### src/design/chrl_pkg.sv
// Package for the consistent hash ring lookup block.
// Holds the item structs, opcode and sequencer codes, FNV-1a constants.
// No dependencies.
`default_nettype none

package chrl_pkg;

  localparam int unsigned RingEntriesDef = 256;
  // Highest node index plus one that an insert may carry
  localparam int unsigned NodeCount      = 256;

  localparam int unsigned TokenW = 64;
  localparam int unsigned NodeW  = 8;

  localparam logic [TokenW-1:0] FnvBasis = 64'hcbf29ce484222325;
  // FNV prime is 2^40 + 0x1B3
  localparam int unsigned       FnvPrimeShift = 40;
  localparam logic [8:0]        FnvPrimeLo    = 9'h1B3;

  typedef enum logic [1:0] {
    OP_CLEAR  = 2'd0,
    OP_INSERT = 2'd1,
    OP_BYTE   = 2'd2,
    OP_LOOKUP = 2'd3
  } opcode_e;

  typedef enum logic [3:0] {
    ST_IDLE,
    ST_FIND_RD,
    ST_FIND_CMP,
    ST_SHIFT_RD,
    ST_SHIFT_WR,
    ST_PLACE,
    ST_LOOK_RD,
    ST_LOOK_CMP,
    ST_WRAP,
    ST_EMIT
  } state_e;

  typedef struct packed {
    opcode_e           opcode;
    logic [TokenW-1:0] entry_token;
    logic [NodeW-1:0]  entry_node;
    logic [7:0]        name_byte;
    logic              name_last;
  } in_item_t;

  typedef struct packed {
    logic              found;
    logic [NodeW-1:0]  owner_node;
    logic [TokenW-1:0] name_hash;
    logic              ring_overflowed;
  } out_item_t;

endpackage

`default_nettype wire

### src/design/chrl_fnv_step.sv
// One FNV-1a 64-bit step: xor a byte into the hash, multiply by the prime.
// Uses chrl_pkg for widths and the prime split into shift and small factor.
`default_nettype none

module chrl_fnv_step
  import chrl_pkg::*;
(
  input  wire logic [TokenW-1:0] hash_i,
  input  wire logic [7:0]        byte_i,
  output logic      [TokenW-1:0] hash_o
);

  logic [TokenW-1:0] mixed;
  logic [TokenW-1:0] prod_lo;

  assign mixed   = hash_i ^ {{(TokenW-8){1'b0}}, byte_i};
  // 64 x 9 bit constant product, plus the 2^40 term as a shift
  assign prod_lo = mixed * {{(TokenW-9){1'b0}}, FnvPrimeLo};
  assign hash_o  = (mixed << FnvPrimeShift) + prod_lo;

endmodule

`default_nettype wire

### config.mk
export PLATFORM = sky130hd
export DESIGN_NAME = chrl_fnv_step
export DESIGN_NICKNAME = d
export VERILOG_FILES = /design/src/design/chrl_pkg.sv /design/src/design/chrl_fnv_step.sv
export SDC_FILE = /design/constraint.sdc
export NUM_CORES = 1
export LEC_CHECK = 0
export ABC_AREA = 1
export BUFFER_PORTS_ARGS = -buffer_cell sky130_fd_sc_hd__buf_2
export CAP_MARGIN = 20
export CORE_MARGIN = 2
export CORE_UTILIZATION = 40
export DETAILED_ROUTE_END_ITERATION = 10
export GPL_ROUTABILITY_DRIVEN = 0
export PLACE_DENSITY = 0.58
export SYNTH_ARGS = -nofsm -noshare
export SYNTH_HDL_FRONTEND = slang
export SYNTH_SLANG_ARGS = --single-unit
### constraint.sdc
create_clock -name vclk -period 12.85
set_input_delay 0.6425 -clock vclk [all_inputs]
set_output_delay 0.6425 -clock vclk [all_outputs]
set_load 0.005 [all_outputs]
# Yosys cells after proc, flatten, opt, wreduce, memory -nomap -nowiden
# Index checks and enable logic that the tools add are counted.
# classes
addsub	1
n_mul	1
bitwise	1
# op_table
operator	count
$add A64 B64 Y64	1
$mul A64 B9 Y64 const B	1
$xor A64 B8 Y64	1
# totals
regBits	0
input_bits	72
out_inout_bits	64
elab_cells	3

# Depth between registers and ports, before layout
# Gate-level depths: netlist (run 1).
# depth
depth_word	3
ltp_mapped	25

# Least setup slack after synthesis (run 1)
# OpenSTA, ideal clock, no wires.
# synth_timing
kind	input to output
start	input port byte_i[7]
end	output port hash_o[61]
arrival_time_ps	4422
t_required_ps	12207
slack_ps	7785
stages	23
path_buffers	1
path_cell_list	xnor2_1 -> inv_1 -> ha_1 -> clkbuf_1 -> xor2_1 -> ha_1 -> o21bai_1 -> fa_1 -> inv_1 -> fa_1 -> inv_1 -> ha_1 -> ha_1 -> nand2_1 -> nor2_2 -> nand2_1 -> nor2_1 -> nand2_1 -> nand3_1 -> nand2_1 -> nand3_1 -> nand2_1 -> nand2_1
# synth_via
elab_chain_len	3
# synth_lines
element	line	text
start: declaration	chrl_fnv_step.sv:9	input wire logic [7:0] byte_i,
$xor A64 B8 Y64 (*)	chrl_fnv_step.sv:16	assign mixed = hash_i ^ {{(TokenW-8){1'b0}}, byte_i};
$mul A64 B9 Y64	chrl_fnv_step.sv:18	assign prod_lo = mixed * {{(TokenW-9){1'b0}}, FnvPrimeLo};
$add A64 B64 Y64 (*)	chrl_fnv_step.sv:19	assign hash_o = (mixed << FnvPrimeShift) + prod_lo;
end: declaration	chrl_fnv_step.sv:10	output logic [TokenW-1:0] hash_o
# Every way passes the cells marked *; elsewhere a longest branch is shown, timed or not.

# Final worst setup path (run 1)
# layout_timing
start	input port byte_i[6]
end	output port hash_o[60]
# Same word-level chain as after synthesis.

==> reports/qor.yml, run 1 <==
cells_and_area:
  diodes: 0
  final_nets: 2715
  layout-drive-gt1-share: 0.0756
  nFlopsAndLatches: 0
  register_area_sq_um: 0
  num-fill-cells: 3697
  fin_cells: 2690
  clkbuf_count: 0
  multiInputGateArea_sq_um: 11300
  syn2layout_area_growth_pct: 8.91
detailed_routing:
  remaining_drc_errors: 0
  viasPerCell: 4.71
  wl_per_cell_microns: 16.2
  drt_wl_total_microns: 43600
  vias: 12665
  dr.pass1.iters: 6
  ant_nets: 0
  dr.first_iter.drc_count: 729
place:
  dpl.cell_count: 2690
  port_buffers: 136
  dp_hpwl_microns: 41000
critical_path:
  crit_type: "in -> out"
  cp_common_cell: "nand2_1"
  worstPathArrival_ns: 5.74
  path_cells: "buf_2 -> xnor2_1 -> inv_1 -> ha_1 -> xor2_1 -> ha_1 -> o21bai_1 -> fa_1 -> inv_1 -> fa_1 -> inv_1 -> ha_1 -> ha_1 -> nand2_1 -> nor2_1 -> nand2_1 -> nor2_1 -> nand2_1 -> nand3_2 -> nand2_1 -> nand3_1 -> nand2_1 -> nand2_1 -> buf_2"
  cp.required_ns: 12.21
  slowest_delay_ns: 0.78
  end_kind: "output port"
  worstPathMaxFanout: 4
  worstSetupStartpointType: "primary input"
  slowest_stage: "xnor2_1"
logic_synthesis:
  yosysWarnings: 0
  syn_inst: 2100
  synth_top_area_cell: "fa_1"
  syn_avg_cell_area_sq_um: 6.66
  ys_seq_area_frac: 0
  synth_top_area_share: 0.301
  synth_cell_type_count: 31
  synth_nets: 2578
  synth_area_sq_um: 14000
  synthTopCellsByArea: "fa_1 (30%), inv_1 (19%), ha_1 (18%)"
timing:
  min_period_over_period: 0.496
  fin_tns_setup_ns: 0
  final_max_slew_viol_count: 0
  worst_slew_pin_slew_ns: 0.986
  setup_viol: 0
  rsz0062_at_grt: "false"
  finalHoldViolations: 0
  clock.fmax_mhz: 157
  fin_crit_ns: 6.38
  slew_headroom: 0.338
clock_network:
  hold_buffers: 0
  cts_resized: 0
  cts_setup_buffers: 0
grt:
  grt_pass1_vias: 12758
  grt.total_usage: 0.244
  grt_pass1_wl_microns: 68000
  grt_max_degree: 7
  grt_overflow: 0
  grt_antenna_before_repair: 0
floorplanning:
  core_area_sq_um: 34500
  row_count: 68
  initial_core_util: 0.406
  die_y_microns: 191
  pin_count: 136
  die_width_microns: 191
  design.die.area_sq_um: 36500
run_status:
  outcome: "finished, final reports clean"
hold_path:
  hold_class: "in -> out"
run:
  drv_cap: 0
## worst max-delay path: cells and delay by family
kind | cells | cell delay [ns]
compound gates | 1 | 0.17
xor+xnor | 2 | 0.95
fa+ha+maj | 6 | 2.22
buf+inv | 5 | 0.53
simple gates | 10 | 1.22
## through the flow
stage	worst slack (ns)	util	hold WS (ns)	instance area [sq um]
5_1_grt	6.22	0.442	2.02	15200
3_5_place_dp	6.48	0.442	1.97	15200
2_1_floorplan	7.79	-	1.48	14000
3_3_place_gp	6.52	0.442	1.96	15200
6_report	6.47	0.442	1.97	15200
4_1_cts	6.46	0.442	1.97	15200
## layer usage
| metal | GRT usage | part of all wire | wire, microns | up-vias |
|---|---|---|---|---|
| met2 | 0.421 | 0.46 | 20000 | 392 |
| li1 | - | - | - | 6323 |
| met4 | 0.0999 | 0.052 | 2290 | 0 |
| met1 | 0.315 | 0.44 | 19000 | 5868 |
| met3 | 0.0180 | 0.054 | 2370 | 82 |
| met5 | 0 | 0 | 0 | - |
## cells in the mapped netlist, types with 13 or more instances
| master | number |
|---|---|
| nand4_1 | 22 |
| ha_1 | 196 |
| o21bai_1 | 21 |
| a21oi_1 | 43 |
| xnor2_1 | 27 |
| nand2_1 | 565 |
| nand3_1 | 63 |
| inv_1 | 712 |
| fa_1 | 210 |
| nor2_1 | 95 |
| xor2_1 | 70 |
| nor2_2 | 13 |
| o22ai_1 | 16 |
## cells in the final DEF, fill, tap and decap left out, drive strengths merged
cell type | netlist | final
and3b | 1 | 1
nand3b | 2 | 2
or2 | 2 | 2
ha | 196 | 196
and3 | 2 | 2
nand4 | 22 | 22
xor2 | 70 | 70
o22ai | 16 | 16
nand3 | 69 | 69
nand2 | 574 | 574
nor2 | 109 | 109
xnor2 | 27 | 27
and2 | 6 | 6
o21ai | 2 | 2
fa | 210 | 210
a21o | 1 | 1
a21oi | 43 | 43
buf | 0 | 136
o21bai | 21 | 21
o32ai | 1 | 1
nor4 | 2 | 2
inv | 713 | 713
nor3 | 10 | 10
## layout make-up
class                           instances  share of cell area
Multi-Input combinational cell       1386               0.742
Inverter                              713               0.176
Timing Repair Buffer                  136              0.0447
Tap cell                              455              0.0374
## path summary, 6_finish.rpt
| check | from | endpoint | slack [ns] | cells after the start |
|---|---|---|---|---|
| max | byte_i[6] | hash_o[60] | 6.47 | 24 |
| min | hash_i[0] | hash_o[0] | 1.97 | 4 |
## kinds of logic after synthesis
kind of cell | after synthesis | synth area share
xor+xnor | 97 | 0.0608
fa+ha+maj | 406 | 0.476
buf+inv | 714 | 0.192
compound gates | 84 | 0.0357
simple gates | 799 | 0.236
Power of run 1 is left out: the tool's default activity adds up to more than one toggle a clock period on the data nets, which glitch-free logic cannot reach.
==> inputs of run 2 (changes only) <==
==> constraint.sdc (replaced) <==
create_clock -name vclk -period 6.5
set_input_delay 0.325 -clock vclk [all_inputs]
set_output_delay 0.325 -clock vclk [all_outputs]
set_load 0.005 [all_outputs]
==> run 2 against run 1 <==
Net effect: wire length is 1.1% lower; design area about the same; non-clock buffer count rose by 1; largest cell class unchanged.
==> reports/qor.yml, run 2 (synthesized netlist as in run 1, its figures left out) <==
run_status:
  outcome: "finished, final reports clean"
timing:
  final_max_slew_viol_count: 0
  min_period_over_period: 0.883
  worst_slew_pin_slew_ns: 0.943
  clock.fmax_mhz: 174
  slew_headroom: 0.367
  rsz0062_at_grt: "false"
  setup_viol: 0
  fin_tns_setup_ns: 0
  finalHoldViolations: 0
  fin_crit_ns: 5.74
clock_network:
  cts_setup_buffers: 0
  hold_buffers: 0
  cts_resized: 0
detailed_routing:
  viasPerCell: 4.67
  vias: 12561
  dr.pass1.iters: 5
  remaining_drc_errors: 0
  drt_wl_total_microns: 43100
  ant_nets: 0
  wl_per_cell_microns: 16.0
  dr.first_iter.drc_count: 659
critical_path:
  cp.required_ns: 6.17
  end_kind: "output port"
  crit_type: "in -> out"
  worstSetupStartpointType: "primary input"
  worstPathArrival_ns: 5.42
  worstPathMaxFanout: 4
floorplanning:
  die_y_microns: 191
  initial_core_util: 0.406
  core_area_sq_um: 34500
  die_width_microns: 191
  row_count: 68
  design.die.area_sq_um: 36500
  pin_count: 136
cells_and_area:
  num-fill-cells: 3673
  nFlopsAndLatches: 0
  syn2layout_area_growth_pct: 8.97
  layout.cells.most_common: "inv_1"
  register_area_sq_um: 0
  final_nets: 2716
  diodes: 0
  clkbuf_count: 0
  layout-drive-gt1-share: 0.0760
  layout.cells.most_common_list: "inv_1 (712), nand2_1 (565), fa_1 (210), ha_1 (196), buf_2 (136)"
grt:
  grt_pass1_vias: 13087
  grt_antenna_before_repair: 0
  grt_max_degree: 7
  grt_pass1_wl_microns: 68200
  grt.total_usage: 0.243
  grt_overflow: 0
run:
  drv_cap: 0
place:
  port_buffers: 136
  dp_hpwl_microns: 40800
hold_path:
  min_to: "hash_o[2]"
  hold_class: "in -> out"
  hp-start: "hash_i[1]"
  hold-path-cell-count: 5
run 2: final cells by class:
| type | instances | area (sq um) | share of cell area |
|---|---|---|---|
| Inverter | 713 | 2680 | 0.176 |
| Multi-Input combinational cell | 1386 | 11300 | 0.742 |
| Tap cell | 455 | 569 | 0.0374 |
| Timing Repair Buffer | 137 | 688 | 0.0452 |
run 2: metrics by stage:
| stage | utilization | cells | hold WS [ns] | setup WS (ns) | instance area [sq um] |
|---|---|---|---|---|---|
| finish | 0.442 | 2691 | 1.36 | 0.759 | 15200 |
| CTS | 0.442 | 2691 | 1.34 | 0.855 | 15200 |
| floorplan | - | 2100 | 0.842 | 2.07 | 14000 |
| global route | 0.442 | 2691 | 1.40 | 0.494 | 15200 |
| global placement | 0.442 | 2691 | 1.33 | 0.919 | 15200 |
| detailed placement | 0.442 | 2691 | 1.34 | 0.874 | 15200 |
run 2: critical path: stages:
cell and delay [ns]:
buf_2 0.10, xnor2_1 0.72, inv_1 0.18, ha_1 0.40, xor2_1 0.18, ha_1 0.20, or2_2 0.31, fa_1 0.53
fa_1 0.43, ha_1 0.29, ha_1 0.35, nand2_1 0.12, nor2_1 0.21, nand2_1 0.15, nor2_1 0.14, nand2_1 0.07
nand3_1 0.17, nand2_1 0.13, nand3_1 0.09, nand2_1 0.05, nand2_1 0.12, buf_2 0.14
run 2: worst max-delay path by stage:
stage	start	end	slack, ns	cells past startpoint
final	byte_i[2]	hash_o[58]	0.76	22
after global routing	byte_i[2]	hash_o[30]	0.49	19
after CTS	byte_i[7]	hash_o[58]	0.86	24
after detailed placement	byte_i[7]	hash_o[58]	0.87	24
after global placement	byte_i[7]	hash_o[58]	0.92	24
after floorplan	byte_i[7]	hash_o[61]	2.07	23
run 2: layer usage:
metal,share of wire,wire length [microns],vias up,track usage
met3,0.061,2620,102,0.0297
li1,-,-,6308,-
met5,0,0,-,0
met1,0.43,18400,5763,0.302
met2,0.45,19300,388,0.411
met4,0.065,2820,0,0.127
Power of run 2 is left out for the same reason.
==> inputs of run 3 (changes only) <==
==> constraint.sdc (replaced) <==
create_clock -name vclk -period 6.5
set_input_delay 0.975 -clock vclk [all_inputs]
set_output_delay 0.975 -clock vclk [all_outputs]
set_load 0.005 [all_outputs]
==> run 3 against run 2 <==
Net effect: via count is 0.84% higher; critical path depth is 2 lower; non-clock buffer count is 21 higher; worst hold slack better by 1.2 ns; count of clock-buffer cells in the layout stayed put; global-route usage is 0.37 points higher; final cell count is 0.78% higher; die area stayed put; core utilization is 1.3 points higher; sequential share of layout area stayed put; design area is 3.0% higher.
==> reports/qor.yml, run 3 (synthesized netlist as in run 1, its figures left out) <==
run_status:
  outcome: "finished, final reports clean"
floorplanning:
  pin_count: 136
  row_count: 68
  die_y_microns: 191
  core_area_sq_um: 34500
  initial_core_util: 0.406
  design.die.area_sq_um: 36500
  die_width_microns: 191
timing:
  fin_crit_ns: 6.40
  setup_viol: 0
  holdWs_ns: 2.60
  slew_headroom: 0.637
  final_max_slew_viol_count: 0
  min_period_over_period: 0.985
  finalHoldViolations: 0
  rsz0062_at_grt: "true"
  clock.fmax_mhz: 156
  worst_slew_pin_slew_ns: 0.542
critical_path:
  end_kind: "output port"
  cp-startpoint: "hash_i[23]"
  slowest_stage: "fa_1"
  worstPathArrival_ns: 5.43
  slowest_delay_ns: 0.54
  crit_type: "in -> out"
  worstSetupStartpointType: "primary input"
  path_cells: "buf_2 -> ha_2 -> inv_1 -> fa_1 -> inv_1 -> fa_1 -> inv_1 -> fa_1 -> inv_1 -> ha_1 -> ha_1 -> nand2_1 -> nor2_1 -> nand2_1 -> nor2_1 -> nand3_1 -> nand3_1 -> nand2_1 -> nand2_1 -> buf_2"
  critPathTopFamily: "adder cells"
  worstPathMaxFanout: 4
  timing.critical_path.buf_inv: 6
  cp.required_ns: 5.52
cells_and_area:
  diodes: 0
  multiInputGateArea_sq_um: 11600
  syn2layout_area_growth_pct: 12.2
  clkbuf_count: 0
  fin_util: 0.455
  final_cell_area_sq_um: 15700
  nFlopsAndLatches: 0
  layout.cells.most_common_list: "inv_1 (712), nand2_1 (557), fa_1 (210), ha_1 (178), buf_2 (136)"
  layout-drive-gt1-share: 0.110
  register_area_sq_um: 0
  final_nets: 2737
  layout.cells.most_common: "inv_1"
  num-fill-cells: 3644
place:
  port_buffers: 136
  dp_hpwl_microns: 41600
  dpl-instance-area_sq_um: 15400
hold_path:
  hold_class: "in -> out"
  hold-path-cell-count: 5
  hp-start: "hash_i[0]"
  min_to: "hash_o[0]"
detailed_routing:
  dr.pass1.iters: 5
  wl_per_cell_microns: 16.4
  ant_nets: 0
  viasPerCell: 4.67
  drt_wl_total_microns: 44500
  vias: 12667
  remaining_drc_errors: 0
  dr.first_iter.drc_count: 748
grt:
  grt_pass1_wl_microns: 68800
  grt_pass1_vias: 12841
  grt_max_degree: 7
  grt_overflow: 0
  grt_antenna_before_repair: 0
  grt.total_usage: 0.246
run:
  drv_cap: 0
clock_network:
  hold_buffers: 0
==> run 3: cell types whose count changed in the layout (fill, tap and decap cells not counted), moves of 4 or more <==
| cell | before | now |
|---|---|---|
| buf_4 | 1 | 22 |
| ha_1 | 196 | 178 |
| ha_2 | 0 | 10 |
| ha_4 | 0 | 8 |
| nand2_1 | 565 | 557 |
| nand2_2 | 9 | 17 |
| nor2_1 | 95 | 77 |
| nor2_2 | 13 | 28 |
| xnor2_1 | 27 | 23 |
| xnor2_2 | 0 | 4 |
==> run 3: through the flow <==
step	worst slack [ns]	cells	TNS, ns
after detailed placement	-0.0443	2708	-0.0659
after floorplan	0.770	2100	0
after global placement	-0.0467	2708	-0.0467
final	0.0979	2712	0
after CTS	0.0250	2708	0
after global routing	-0.0142	2712	-0.0485
==> run 3: area by class of cell <==
class / instances / area share
repair buffers: 158 / 0.0539
multi-input cells: 1386 / 0.739
well taps: 455 / 0.0363
inverters: 713 / 0.171
==> run 3: timing repair <==
item,4_1_cts,5_1_grt
setup endpoints to repair,3,45
gates resized for setup,2,63
pin swaps,0,6
buffers inserted,0,4
==> run 3: how the worst max path moves through the flow <==
stage            endpoint  slack (ns)  cells after the start
2_1_floorplan  hash_o[61]        0.77                     23
5_1_grt        hash_o[54]       -0.01                     21
3_5_place_dp   hash_o[30]       -0.04                     20
3_3_place_gp   hash_o[52]       -0.05                     21
6_report       hash_o[48]         0.1                     20
4_1_cts        hash_o[30]        0.02                     20
==> run 3: worst min-delay path: stages <==
cell and delay, ns:
buf_2 0.08, xnor2_1 0.06, buf_4 0.17, inv_1 0.17, buf_2 0.15
==> run 3: layer usage <==
layer	track usage	routed length, microns	vias up
li1	-	-	6350
met1	0.317	19500	5920
met2	0.424	20600	325
met3	0.0239	2300	72
met4	0.0987	2080	0
met5	0	0	-
Power of run 3 is left out for the same reason.
